**config.mk**
```make
export PLATFORM = sky130hd
export DESIGN_NAME = http_request_line_parser_top
export DESIGN_NICKNAME = d
export VERILOG_FILES = /design/src/rtl/hrlp_pkg.sv /design/src/rtl/http_request_line_parser_top.sv
export SDC_FILE = /design/constraint.sdc
export NUM_CORES = 1
export LEC_CHECK = 0
export BUFFER_PORTS_ARGS = -buffer_cell sky130_fd_sc_hd__buf_2
export CORE_ASPECT_RATIO = 0.8
export CORE_MARGIN = 4
export CORE_UTILIZATION = 35
export DETAILED_ROUTE_END_ITERATION = 7
export PLACE_DENSITY_LB_ADDON = 0.1
export SYNTH_ARGS = -nofsm -noshare
export SYNTH_HDL_FRONTEND = slang
export SYNTH_SLANG_ARGS = --single-unit
export TNS_END_PERCENT = 100
```
**constraint.sdc**
```tcl
create_clock -name aclk -period 5.2 [get_ports aclk]
set_clock_uncertainty 0.2 [all_clocks]
set_input_delay 1.04 -clock aclk [delete_from_list [all_inputs] [get_ports aclk]]
set_output_delay 1.04 -clock aclk [all_outputs]
set_load 0.02 [all_outputs]
```
**src/rtl/hrlp_pkg.sv**
```systemverilog
// Package for the HTTP request line parser: parse phases, byte codes and
// the method-name and protocol-literal matchers. No dependencies.
package hrlp_pkg;

    localparam int MAX_LINE_DEF = 4096;
    localparam int CNT_W        = 12;
    localparam int HIST_W       = 56;
    localparam int LIT_LEN      = 5;
    localparam int S_DATA_W     = 8;
    localparam int M_DATA_W     = 72;

    localparam logic [7:0] CH_NUL   = 8'h00;
    localparam logic [7:0] CH_LF    = 8'h0A;
    localparam logic [7:0] CH_CR    = 8'h0D;
    localparam logic [7:0] CH_SPACE = 8'h20;
    localparam logic [7:0] CH_DOT   = 8'h2E;
    localparam logic [7:0] CH_ZERO  = 8'h30;
    localparam logic [7:0] CH_NINE  = 8'h39;

    typedef enum logic [3:0] {
        PH_IDLE   = 4'd0,
        PH_METHOD = 4'd1,
        PH_SP1    = 4'd2,
        PH_TARGET = 4'd3,
        PH_SP2    = 4'd4,
        PH_LIT    = 4'd5,
        PH_MAJ0   = 4'd6,
        PH_MAJ    = 4'd7,
        PH_MIN    = 4'd8,
        PH_DONE   = 4'd9,
        PH_DRAIN  = 4'd10
    } phase_t;

    function automatic logic verb_hit(input logic [HIST_W-1:0] h);
        logic hit;
        hit = (h[23:0] == "GET")     || (h[31:0] == "HEAD")    ||
              (h[31:0] == "POST")    || (h[23:0] == "PUT")     ||
              (h[47:0] == "DELETE")  || (h[55:0] == "CONNECT") ||
              (h[55:0] == "OPTIONS") || (h[39:0] == "TRACE");
        return hit;
    endfunction

    function automatic logic [7:0] lit_char(input logic [2:0] idx);
        logic [7:0] ch;
        unique case (idx)
            3'd0:    ch = "H";
            3'd1:    ch = "T";
            3'd2:    ch = "T";
            3'd3:    ch = "P";
            3'd4:    ch = "/";
            default: ch = CH_NUL;
        endcase
        return ch;
    endfunction

endpackage

```
**src/rtl/http_request_line_parser_top.sv**
```systemverilog
// Top level of the HTTP request line parser: byte-per-word parse state and
// one registered result word per line. Depends on hrlp_pkg.
//
// Usage: s_ carries one request byte per word in s_tdata, with s_tuser high
// on the first byte of a buffer, which restarts the parse. m_ carries one
// result word at the LF of the first CR LF pair of a started line; other
// bytes give no result. A zero byte or a new start drops the line silently.
// Throughput: one byte per cycle while s_tready is high; the parse state
// updates at the byte's accepting edge, and a CR that is not followed by
// LF is folded into the next byte's update, so no cycle is lost.
// Latency: the result word is valid the cycle after the LF is accepted.
// Stall: while a result is held and m_tready is low, s_tready drops; in
// all other cycles s_tready stays high, also while a result is taken.
// Reset (aresetn low at a clock edge): the parser goes idle, discarding bytes
// until the next start, and the result register empties.
module http_request_line_parser_top #(
    parameter int MAX_LINE = hrlp_pkg::MAX_LINE_DEF
) (
    input  logic                          aclk,
    input  logic                          aresetn,
    input  logic                          s_tvalid,
    output logic                          s_tready,
    input  logic [hrlp_pkg::S_DATA_W-1:0] s_tdata,   // [7:0] byte_in
    input  logic                          s_tuser,   // [0] start_req
    output logic                          m_tvalid,
    input  logic                          m_tready,
    // [0] ok, [1] overlong, [13:2] method_length, [25:14] target_offset,
    // [37:26] target_length, [53:38] version, [65:54] line_length, rest zero
    output logic [hrlp_pkg::M_DATA_W-1:0] m_tdata
);

    localparam int POS_W = $clog2(MAX_LINE + 5);
    localparam logic [POS_W-1:0] LINE_CAP = POS_W'(MAX_LINE + 2);
    localparam logic [POS_W-1:0] LINE_MAX = POS_W'(MAX_LINE);
    localparam int CW = hrlp_pkg::CNT_W;

    typedef struct packed {
        hrlp_pkg::phase_t              phase;
        logic [POS_W-1:0]              position;
        logic [POS_W-1:0]              method_len;
        logic [hrlp_pkg::HIST_W-1:0]   history;
        logic                          found;
        logic [POS_W-1:0]              tgt_start;
        logic [POS_W-1:0]              tgt_len;
        logic [2:0]                    lit_idx;
        logic [7:0]                    major;
        logic [7:0]                    minor;
        logic                          err;
    } line_t;

    function automatic logic [CW-1:0] sat12(input logic [POS_W-1:0] v);
        logic [31:0] wide;
        wide = 32'(v);
        return (wide > 32'd4095) ? {CW{1'b1}} : wide[CW-1:0];
    endfunction

    function automatic line_t feed(input line_t s, input logic [7:0] c);
        line_t      r;
        logic       digit;
        logic [7:0] dval;
        logic [2:0] idx;
        r     = s;
        digit = (c >= hrlp_pkg::CH_ZERO) && (c <= hrlp_pkg::CH_NINE);
        dval  = c - hrlp_pkg::CH_ZERO;
        idx   = (s.phase == hrlp_pkg::PH_SP2) ? 3'd0 : s.lit_idx;
        if (s.phase == hrlp_pkg::PH_IDLE) begin
            return r;
        end
        if (c == hrlp_pkg::CH_NUL) begin
            r.phase = hrlp_pkg::PH_IDLE;
            return r;
        end
        unique case (s.phase) inside
            hrlp_pkg::PH_METHOD: begin
                if (c == hrlp_pkg::CH_SPACE) begin
                    r.method_len = s.position;
                    if (s.position == '0 || !s.found) begin
                        r.err   = 1'b1;
                        r.phase = hrlp_pkg::PH_DRAIN;
                    end else begin
                        r.phase = hrlp_pkg::PH_SP1;
                    end
                end else begin
                    r.history = {s.history[hrlp_pkg::HIST_W-9:0], c};
                    if (hrlp_pkg::verb_hit(r.history)) begin
                        r.found = 1'b1;
                    end
                end
            end
            hrlp_pkg::PH_SP1: begin
                if (c != hrlp_pkg::CH_SPACE) begin
                    r.tgt_start = s.position;
                    r.phase     = hrlp_pkg::PH_TARGET;
                end
            end
            hrlp_pkg::PH_TARGET: begin
                if (c == hrlp_pkg::CH_SPACE) begin
                    r.tgt_len = s.position - s.tgt_start;
                    r.phase   = hrlp_pkg::PH_SP2;
                end
            end
            hrlp_pkg::PH_SP2, hrlp_pkg::PH_LIT: begin
                if (s.phase == hrlp_pkg::PH_SP2 && c == hrlp_pkg::CH_SPACE) begin
                    r.phase = hrlp_pkg::PH_SP2;
                end else if (32'(idx) >= hrlp_pkg::LIT_LEN
                             || c != hrlp_pkg::lit_char(idx)) begin
                    r.lit_idx = idx;
                    r.err     = 1'b1;
                    r.phase   = hrlp_pkg::PH_DRAIN;
                end else begin
                    r.lit_idx = idx + 3'd1;
                    r.phase   = (32'(idx) == hrlp_pkg::LIT_LEN - 1) ?
                                hrlp_pkg::PH_MAJ0 : hrlp_pkg::PH_LIT;
                end
            end
            hrlp_pkg::PH_MAJ0: begin
                if (digit) begin
                    r.major = dval;
                    r.phase = hrlp_pkg::PH_MAJ;
                end else begin
                    r.err   = 1'b1;
                    r.phase = hrlp_pkg::PH_DRAIN;
                end
            end
            hrlp_pkg::PH_MAJ: begin
                if (digit) begin
                    r.major = {s.major[4:0], 3'b000} + {s.major[6:0], 1'b0} + dval;
                end else if (c == hrlp_pkg::CH_DOT) begin
                    r.phase = hrlp_pkg::PH_MIN;
                end else begin
                    r.phase = hrlp_pkg::PH_DONE;
                end
            end
            hrlp_pkg::PH_MIN: begin
                if (digit) begin
                    r.minor = {s.minor[4:0], 3'b000} + {s.minor[6:0], 1'b0} + dval;
                end else begin
                    r.phase = hrlp_pkg::PH_DONE;
                end
            end
            default: begin
                r.phase = s.phase;
            end
        endcase
        if (s.position < LINE_CAP) begin
            r.position = s.position + POS_W'(1);
        end
        return r;
    endfunction

    line_t                        line_reg, line_next, line_start, line_fed;
    logic                         pending_reg, pending_next, pending_fed;
    logic                         fire;
    logic                         s_accept;
    logic                         m_tvalid_reg, m_tvalid_next;
    logic [hrlp_pkg::M_DATA_W-1:0] m_tdata_reg, m_tdata_next, result;
    logic [7:0]                   byte_in;
    logic [POS_W-1:0]             len_raw, len;
    logic                         over, good;

    assign byte_in  = s_tdata[7:0];
    assign s_tready = !m_tvalid_reg || m_tready;
    assign s_accept = s_tvalid && s_tready;
    assign m_tvalid = m_tvalid_reg;
    assign m_tdata  = m_tdata_reg;

    always_comb begin
        line_start = line_reg;
        if (s_tuser) begin
            line_start       = '0;
            line_start.phase = hrlp_pkg::PH_METHOD;
        end
    end

    always_comb begin
        line_fed    = line_start;
        pending_fed = s_tuser ? 1'b0 : pending_reg;
        fire        = 1'b0;
        if (line_start.phase != hrlp_pkg::PH_IDLE) begin
            if (pending_fed) begin
                pending_fed = 1'b0;
                if (byte_in == hrlp_pkg::CH_LF) begin
                    fire           = 1'b1;
                    line_fed.phase = hrlp_pkg::PH_IDLE;
                end else begin
                    line_fed = feed(line_fed, hrlp_pkg::CH_CR);
                end
            end
            if (!fire) begin
                if (byte_in == hrlp_pkg::CH_CR) begin
                    pending_fed = 1'b1;
                end else begin
                    line_fed = feed(line_fed, byte_in);
                end
            end
        end
        line_next    = s_accept ? line_fed : line_reg;
        pending_next = s_accept ? pending_fed : pending_reg;
    end

    always_comb begin
        len_raw = line_start.position + POS_W'(2);
        len     = (len_raw > LINE_CAP) ? LINE_CAP : len_raw;
        over    = len > LINE_MAX;
        good    = !line_start.err && !over &&
                  (line_start.phase == hrlp_pkg::PH_MAJ ||
                   line_start.phase == hrlp_pkg::PH_MIN ||
                   line_start.phase == hrlp_pkg::PH_DONE);
        result  = '0;
        result[0]     = good;
        result[1]     = over;
        result[65:54] = sat12(len);
        if (good) begin
            result[13:2]  = sat12(line_start.method_len);
            result[25:14] = sat12(line_start.tgt_start);
            result[37:26] = sat12(line_start.tgt_len);
            result[53:38] = {line_start.major, line_start.minor};
        end
    end

    always_comb begin
        m_tvalid_next = m_tvalid_reg && !m_tready;
        m_tdata_next  = m_tdata_reg;
        if (s_accept && fire) begin
            m_tvalid_next = 1'b1;
            m_tdata_next  = result;
        end
    end

    always_ff @(posedge aclk) begin
        if (!aresetn) begin
            line_reg       <= '0;
            pending_reg    <= 1'b0;
            m_tvalid_reg   <= 1'b0;
        end else begin
            line_reg       <= line_next;
            pending_reg    <= pending_next;
            m_tvalid_reg   <= m_tvalid_next;
        end
    end

    always_ff @(posedge aclk) begin
        m_tdata_reg <= m_tdata_next;
    end

endmodule
```
# == Word level (Yosys, flattened, before mapping) ==
# Cells that the tools add are included.
# word_totals
memories,0
out_inout_bits,74
input_bits,13
latchBits,0
ram_bits,0
wordCells,217
romBits,0
ff_bits,201
# classes
n_reduce_logical,37
shifts,0
n_eq_ne,39
magnitude_cmp,12
muxes,102
addsub,11
bitwise,0
multipliers,0
n_div,0
# op_table
cell,n
$mux W133,12
$mux W129,1
$mux W8,16
$mux W13,9
$mux W57,2
$eq A56 B55 Y1 const B,2
$mux W70,1
$eq A32 B31 Y1 const B,2
$pmux W7 S4,2
$gt A13 B12 Y1 const B,4
$eq A24 B23 Y1 const B,2
$eq A48 B47 Y1 const B,1
$mux W4,12
$eq A40 B39 Y1 const B,1
$mux W12,3
$add A8 B8 Y8,4
$eq A4 B3 Y1 const B,8
$mux W1,30
$pmux W4 S7,1
$add A13 B1 Y13 const B,2
$gt A13 B13 Y1 const B,2
$lt A13 B13 Y1 const B,2
$mux W3,7
$eq A8 B4 Y1 const B,2
31 further kinds,73

# == Logic depth before layout (Yosys ltp) ==
# Gate-level depths: netlist of the first run.
# depth
word_depth,43
depth_mapped,21
depth_no_buf,19

# == Worst setup path before layout of the first run ==
# No wires, ideal clock.
# synth_path
path_kind,in2reg
from,input s_tuser
to,register line_reg[32] (netlist name)
t_required_ps,4926
setup_time_ps,74
slack_ps,132
path_stages,20
path_buffers,2
t_arrival_ps,4794
path_cell_list,buf_6 -> clkinv_1 -> nand2_1 -> ha_1 -> nor4b_4 -> a41oi_1 -> buf_2 -> nor2_1 -> xnor2_1 -> inv_1 -> ha_1 -> fa_1 -> nor2b_1 -> o21ai_0 -> a21boi_0 -> o21ai_0 -> a211oi_1 -> nor3_1 -> or4b_1 -> a31oi_1
# synth_between
elab_chain_cells,28
elab_cells_between_ends,63
cone_classes,2 x add/sub; 2 x order compare; 12 x eq/ne; 39 x mux; 8 x reduce/logical
# synth_rtl
element,line,rtl
"start, declared",http_request_line_parser_top.sv:24,"input logic s_tuser,"
$mux W133,http_request_line_parser_top.sv:169,if (s_tuser) begin
$eq A4 B3 Y1,-,
$mux W3,http_request_line_parser_top.sv:65,idx = (s.phase == hrlp_pkg::PH_SP2) ? 3'd0 : s.lit_idx;
$eq A3 B2 Y1 / $eq A3 B1 Y1 (equally long branches),hrlp_pkg.sv:45,unique case (idx)
$reduce_or A2 Y1 (no line),-,
$pmux W7 S4,hrlp_pkg.sv:45,
$mux W8,http_request_line_parser_top.sv:73,unique case (s.phase) inside
$mux W8,http_request_line_parser_top.sv:69,if (c == hrlp_pkg::CH_NUL) begin
(+12 left out),-,
$mux W1,http_request_line_parser_top.sv:66,if (s.phase == hrlp_pkg::PH_IDLE) begin
$mux W1,http_request_line_parser_top.sv:190,if (byte_in == hrlp_pkg::CH_CR) begin
$mux W1,http_request_line_parser_top.sv:189,if (!fire) begin
$mux W1,http_request_line_parser_top.sv:179,if (line_start.phase != hrlp_pkg::PH_IDLE) begin
$mux W133,http_request_line_parser_top.sv:69,
$mux W133,http_request_line_parser_top.sv:190,
$mux W133,http_request_line_parser_top.sv:189,
$mux W133 *,http_request_line_parser_top.sv:179,
"end signal, assigned",http_request_line_parser_top.sv:236,line_reg <= line_next;
"end, declared",http_request_line_parser_top.sv:151,"line_t line_reg, line_next, line_start, line_fed;"
# Every way passes the cells marked *; elsewhere a longest branch is shown, timed or not. The select of a mux whose other input is x is not followed.
# A chain may end at the register's enable or synchronous reset.

# == Worst setup path in the final report of the first run ==
# Ends and elaborated chain as after synthesis.

==> results.py, run 1 <==
metrics = {
    "outcome": {
        "status": "finished clean",
    },
    "place": {
        "gp_congestion": 0.9348,
        "dpl.hpwl_um": 29750,
        "numPortBuffers": 80,
        "place_area_mm2": 0.01353,
        "pre_cts_slack_ps": 111.8,
    },
    "floorplanning": {
        "die_area_mm2": 0.03808,
        "die_w_um": 217.2,
        "std_cell_rows": 60,
        "core_mm2": 0.03408,
        "initial_utilization": 0.3594,
        "io_pins": 87,
        "die_h_um": 175.3,
    },
    "synthesis": {
        "ys_seq_elements": 193,
        "yosys.area_share.simple": 0.2284,
        "ys.flop_type": "dfxtp_1",
        "synth_mux_area_frac": 0.02227,
        "seq_area_frac_synth": 0.3693,
        "synth-compound-area-share": 0.2268,
        "syn-cell-area_mm2": 0.01225,
        "async_flop_share": 0,
        "synth_cell_types": 100,
        "synth_xor_area_frac": 0.03850,
        "synth_adder_area_share": 0.05474,
        "yosysWarnings": 0,
        "synth_top_family_by_area": "simple AND/OR/NAND/NOR gates",
        "avgSynthCellArea_um2": 8.531,
        "synth_edf_count": 66,
        "syn_inst": 1436,
    },
    "routing": {
        "wire_per_inst_um": 20.43,
        "first_iter_violations": 1039,
        "vias": 11270,
        "first_pass_iters": 6,
        "vias_per_cell": 5.613,
        "route.detailed.drc": 0,
        "totalWireLength_um": 41000,
        "ant_nets": 0,
    },
    "final_layout": {
        "layout_common_cells": "nand2_1 (154), nor2_1 (140), dfxtp_1 (127)",
        "largest_reg_flops": 125,
        "nNetsFinal": 1589,
        "fin_area_mm2": 0.01410,
        "diodes": 0,
        "final_layout_size_suffix_gt1_frac": 0.1621,
        "final_common_cell": "nand2_1",
        "syn_to_final_growth_pct": 15.11,
    },
    "setup_path": {
        "required_ps": 5380,
        "crit_arrival_ps": 4860,
        "crit_path_end_kind": "register",
        "slowest_delay_ps": 520,
        "cp_slowest_cell": "or4b_1",
        "worstSetupPathType": "in -> reg",
        "critPathTopFamily": "simple AND/OR/NAND/NOR gates",
        "crit_buf_inv": 3,
        "path_cells": "buf_2 -> clkinv_1 -> nand2_1 -> ha_1 -> nor4b_4 -> a41oi_1 -> nor2_1 -> xnor2_1 -> inv_1 -> ha_1 -> fa_1 -> nor2b_1 -> o21ai_0 -> a21boi_0 -> o21ai_0 -> a211oi_1 -> nor3_1 -> or4b_1 -> a31oi_1",
        "start_kind": "input pin",
        "path_max_fanout": 4,
    },
    "timing": {
        "fmax_mhz": 213.8,
        "final.period_utilization": 0.8994,
        "max_slew_margin": 0.1158,
        "fin_ws_ps": 523.1,
        "rsz0062_at_grt": "no",
        "setup_violations": 0,
        "drv_slew": 0,
        "finalCriticalPeriod_ps": 4677,
        "hold_viol": 0,
        "setup-tns-final_ps": 0,
        "worst_pin_slew_ps": 1321,
    },
    "min_path": {
        "hold_path_class": "reg -> reg",
    },
    "clocking": {
        "ctsHoldBuffers": 0,
        "insertion_delay_ps": 460,
        "cts_resized": 0,
        "htree_levels": 4,
        "clkSinkCount": 193,
        "cts_tree": "built",
        "cts-root-buf": "clkbuf_16",
        "cts.path.max_buffers": 2,
        "post_cts_buffers": 0,
        "clk_pin_slew_worst_paths_ps": 70,
        "cts_inserted_buffers": 17,
    },
    "grt": {
        "grt_start_max_net_pins": 62,
        "grt_use_total": 0.2107,
        "grt-ovfl-total": 0,
        "grt_pass1_vias": 10510,
        "antenna_found_initial": 0,
        "grt_pass1_wl_um": 63590,
    },
    "power": {
        "power.total_mw": 3.354,
        "vdd_drop_max_mv": 0.2068,
        "leakagePower_nw": 5.336,
        "power_density_mw_per_mm2": 237.8,
    },
    "flow_run": {
        "cap_viol_max_count": 0,
    },
}
## cells in the mapped netlist (all sizes together), types with 8 or more instances
cell type / number / area share
o211ai: 8 / 0.0053
and3: 11 / 0.0056
o221ai: 10 / 0.0071
o21a: 38 / 0.023
or4: 8 / 0.0053
buf: 39 / 0.020
fa: 11 / 0.018
edfxtp: 66 / 0.16
a31oi: 13 / 0.0066
o31ai: 9 / 0.0055
and2: 24 / 0.012
inv: 48 / 0.015
mux2i: 25 / 0.020
nor4: 23 / 0.013
o21ai: 81 / 0.033
a21oi: 85 / 0.035
a22oi: 36 / 0.022
dfxtp: 127 / 0.21
a21o: 15 / 0.0092
nand2b: 11 / 0.0056
nor3: 32 / 0.013
xnor2: 42 / 0.031
nand4: 26 / 0.014
xor2: 11 / 0.0079
nand3: 46 / 0.019
clkbuf: 74 / 0.023
a222oi: 19 / 0.016
nand2: 154 / 0.047
a211oi: 29 / 0.020
nor2: 142 / 0.044
ha: 36 / 0.037
nor2b: 22 / 0.011
## kinds of logic after synthesis
kind of cell / after synthesis
fa+ha+maj: 47
mux: 27
xor+xnor: 53
simple gates: 550
buf+inv: 164
other cells: 1
compound gates: 401
flops: 193
## power breakdown
part	switching (mW)	internal, mW	total [mW]
logic	0.266	0.143	0.409
clock network	0.615	0.719	1.33
registers	0.0392	1.57	1.61
total	0.920	2.43	3.35
## final timing paths
kind / startpoint / endpoint / slack [ps] / depth (start not counted)
hold / removal: line_reg[9] / line_reg[9] / 260 / 2
setup / recovery: s_tuser / line_reg[32] / 520 / 19
setup reg to reg: line_reg[130] / line_reg[32] / 740 / 15
hold reg to reg: line_reg[9] / line_reg[9] / 260 / 2
## stage by stage
step                hold slack [ps]  utilization  std cells
finish                        255.3       0.4137       2007
global route                  284.9       0.4137       2007
CTS                           257.8       0.4137       2007
detailed placement            247.9       0.3970       1975
global placement              235.0       0.3970       1975
floorplan                     227.4            -       1441
## worst reg2reg max path, stage by stage, from the launching register on
cell	delay, ps
dfxtp_1	630
nand2b_1	210
or3_1	370
or3_1	400
nand2_1	100
a21oi_1	80
ha_1	250
fa_1	420
nor2b_1	120
o21ai_0	110
a21boi_0	250
o21ai_0	140
a211oi_1	310
nor3_1	120
or4b_1	520
a31oi_1	170
## metal layers
metal  global-route usage  vias to the layer above  share of wire
met4              0.04954                        0          0.012
met3              0.04168                       30          0.065
met1               0.3274                     5427           0.51
li1                     -                     5455              -
met5                    0                        -              0
met2               0.2975                      354           0.41
## area by class of cell
cell class              instances  area [um^2]
flip-flops and latches        193         4524
repair buffers                183         1199
fillers                      3546        19980
multi-input cells            1084         7038
clock buffers                  24        494.2
well taps                     465        581.8
inverters                      50        187.7
clock inverters                 8        76.32
No activity file was read; power rests on OpenSTA's default activity.
==> run 2, diff against run 1 <==
==> constraint.sdc (replaced) <==
create_clock -name aclk -period 5.6 [get_ports aclk]
set_clock_uncertainty 0.2 [all_clocks]
set_input_delay 1.12 -clock aclk [delete_from_list [all_inputs] [get_ports aclk]]
set_output_delay 1.12 -clock aclk [all_outputs]
set_load 0.02 [all_outputs]
==> results.py, run 2 (same netlist as run 1, synthesis figures left out) <==
metrics = {
    "grt": {
        "antenna_found_initial": 0,
        "grt_use_total": 0.2137,
        "grt_pass1_vias": 10620,
        "grt-ovfl-total": 0,
        "grt_start_max_net_pins": 75,
        "grt_pass1_wl_um": 64470,
    },
    "floorplanning": {
        "std_cell_rows": 60,
        "die_w_um": 217.2,
        "core_mm2": 0.03408,
        "initial_utilization": 0.3594,
        "die_area_mm2": 0.03808,
        "die_h_um": 175.3,
        "io_pins": 87,
    },
    "min_path": {
        "hold_path_class": "reg -> reg",
        "min_to": "line_reg[9]",
        "min_from": "line_reg[9]",
        "min_path_cells": 2,
    },
    "clocking": {
        "cts_tree": "built",
        "cts_resized": 0,
        "cts.path.max_buffers": 2,
        "ctsHoldBuffers": 0,
        "clkSinkCount": 193,
        "htree_levels": 4,
        "post_cts_buffers": 0,
        "cts-root-buf": "clkbuf_16",
        "insertion_delay_ps": 470,
        "cts_inserted_buffers": 17,
        "clk_pin_slew_worst_paths_ps": 70,
    },
    "power": {
        "power_switching_mw": 0.8676,
        "p_int_mw": 2.341,
        "leakagePower_nw": 5.186,
        "pwr-share-clk": 0.420,
        "seqPwrFrac": 0.466,
        "power_density_mw_per_mm2": 231.2,
        "comb_power_share": 0.114,
        "vdd_drop_max_mv": 0.2084,
        "switching_share": 0.2704,
    },
    "final_layout": {
        "n_fill_cell": 3550,
        "layout_common_cells": "nand2_1 (154), nor2_1 (140), dfxtp_1 (127)",
        "diodes": 0,
        "largest_reg_flops": 125,
        "final_common_cell": "nand2_1",
        "final_layout_size_suffix_gt1_frac": 0.1449,
        "multi_input_area_mm2": 0.007038,
        "syn_to_final_growth_pct": 13.28,
        "regArea_mm2": 0.004524,
        "nNetsFinal": 1552,
    },
    "place": {
        "dpl.hpwl_um": 29400,
        "gp_congestion": 0.9281,
        "numPortBuffers": 80,
    },
    "setup_path": {
        "slowest_delay_ps": 360,
        "start_kind": "input pin",
        "crit_buf_inv": 4,
        "r2r_start": "line_reg[130]",
        "path_max_fanout": 12,
        "rrSetupSlack_ps": 980,
        "r2r-end": "line_reg[32]",
        "cp_slowest_cell": "ha_1",
        "crit_top_cell": "a21oi_1",
        "required_ps": 5750,
        "path_cells": "buf_2 -> inv_1 -> ha_1 -> nand4bb_4 -> o21ai_2 -> or3_1 -> buf_4 -> nand2_1 -> a21oi_1 -> inv_1 -> ha_1 -> nor2b_1 -> o21ai_0 -> a21boi_0 -> o21ai_0 -> a21oi_1 -> o211ai_1 -> a21oi_1 -> o2111a_1 -> a311o_1",
        "worstSetupPathType": "in -> reg",
        "r2r_cells": 16,
        "critPathTopFamily": "compound AO/OA/AOI/OAI gates",
        "crit_path_end_kind": "register",
        "crit_arrival_ps": 5030,
    },
    "routing": {
        "vias": 11230,
        "first_iter_violations": 949,
        "wire_per_inst_um": 20.86,
        "totalWireLength_um": 41100,
        "first_pass_iters": 6,
        "vias_per_cell": 5.702,
        "ant_nets": 0,
        "route.detailed.drc": 0,
    },
    "outcome": {
        "status": "finished clean",
    },
    "timing": {
        "finalCriticalPeriod_ps": 4882,
        "final.period_utilization": 0.8718,
        "worst_pin_slew_ps": 1334,
        "hold_slack_ps": 255.2,
        "rsz0062_at_grt": "no",
        "fmax_mhz": 204.8,
        "setup-tns-final_ps": 0,
        "hold_viol": 0,
        "max_slew_margin": 0.1074,
        "setup_violations": 0,
        "drv_slew": 0,
    },
    "flow_run": {
        "cap_viol_max_count": 0,
    },
}
## run 2: cell count changes in the layout (fill, tap and decap cells not counted)
cell,delta
buf_4,-37
bufinv_16,+3
clkbuf_1,-3
clkbuf_16,-2
clkbuf_8,+1
clkinv_1,-2
clkinv_2,+2
inv_6,+1
## run 2: tightest hold or removal path: cells and delay by family, from the launching register on
family	cells	cell delay (ps)
AOI/OAI and AO/OA	1	50
DFF	1	310
and+or+nand+nor	1	50
## run 2: how the worst max path moves through the flow
stage	from	slack [ps]	cells after the start	end
after floorplan	s_tuser	450	20	line_reg[32]
after global placement	s_tdata[5]	410	20	line_reg[31]
after detailed placement	s_tdata[5]	310	20	line_reg[31]
after CTS	s_tdata[4]	790	20	line_reg[31]
after global routing	s_tdata[5]	320	20	line_reg[31]
final	s_tdata[4]	720	20	line_reg[31]
## run 2: area by class of cell
class                      instances  area share
multi-input combinational       1084      0.5072
sequential                       193      0.3260
timing repair buffer             146     0.06636
tap                              465     0.04193
clock buffer                      20     0.03219
inverter                          50     0.01352
clock inverter                    12     0.01280
## run 2: per-stage QoR
stage | instances | cell area [um^2] | setup slack, ps | power, mW | utilization
floorplan | 1441 | 12270 | 451.7 | 1.762 | -
global placement | 1938 | 13250 | 411.1 | 1.886 | 0.3888
detailed placement | 1938 | 13250 | 309.2 | 1.886 | 0.3888
CTS | 1970 | 13880 | 786.9 | 3.236 | 0.4072
global route | 1970 | 13880 | 315.5 | 3.334 | 0.4072
finish | 1970 | 13880 | 717.7 | 3.208 | 0.4072
## run 2: metal layers
| layer | routed length, um | GRT usage | vias up |
|---|---|---|---|
| li1 | - | - | 5373 |
| met1 | 20900 | 0.3337 | 5440 |
| met2 | 17060 | 0.3081 | 376 |
| met3 | 2592 | 0.03494 | 44 |
| met4 | 550 | 0.04450 | 0 |
| met5 | 0 | 0 | - |
## run 2: power groups by stage
stage / Combinational, mW / Clock [mW] / Sequential (mW)
6_report: 0.364 / 1.35 / 1.50
5_1_grt: 0.399 / 1.44 / 1.50
3_3_place_gp: 0.358 / 0 / 1.53
3_5_place_dp: 0.359 / 0 / 1.53
2_1_floorplan: 0.256 / 0 / 1.51
4_1_cts: 0.361 / 1.38 / 1.49
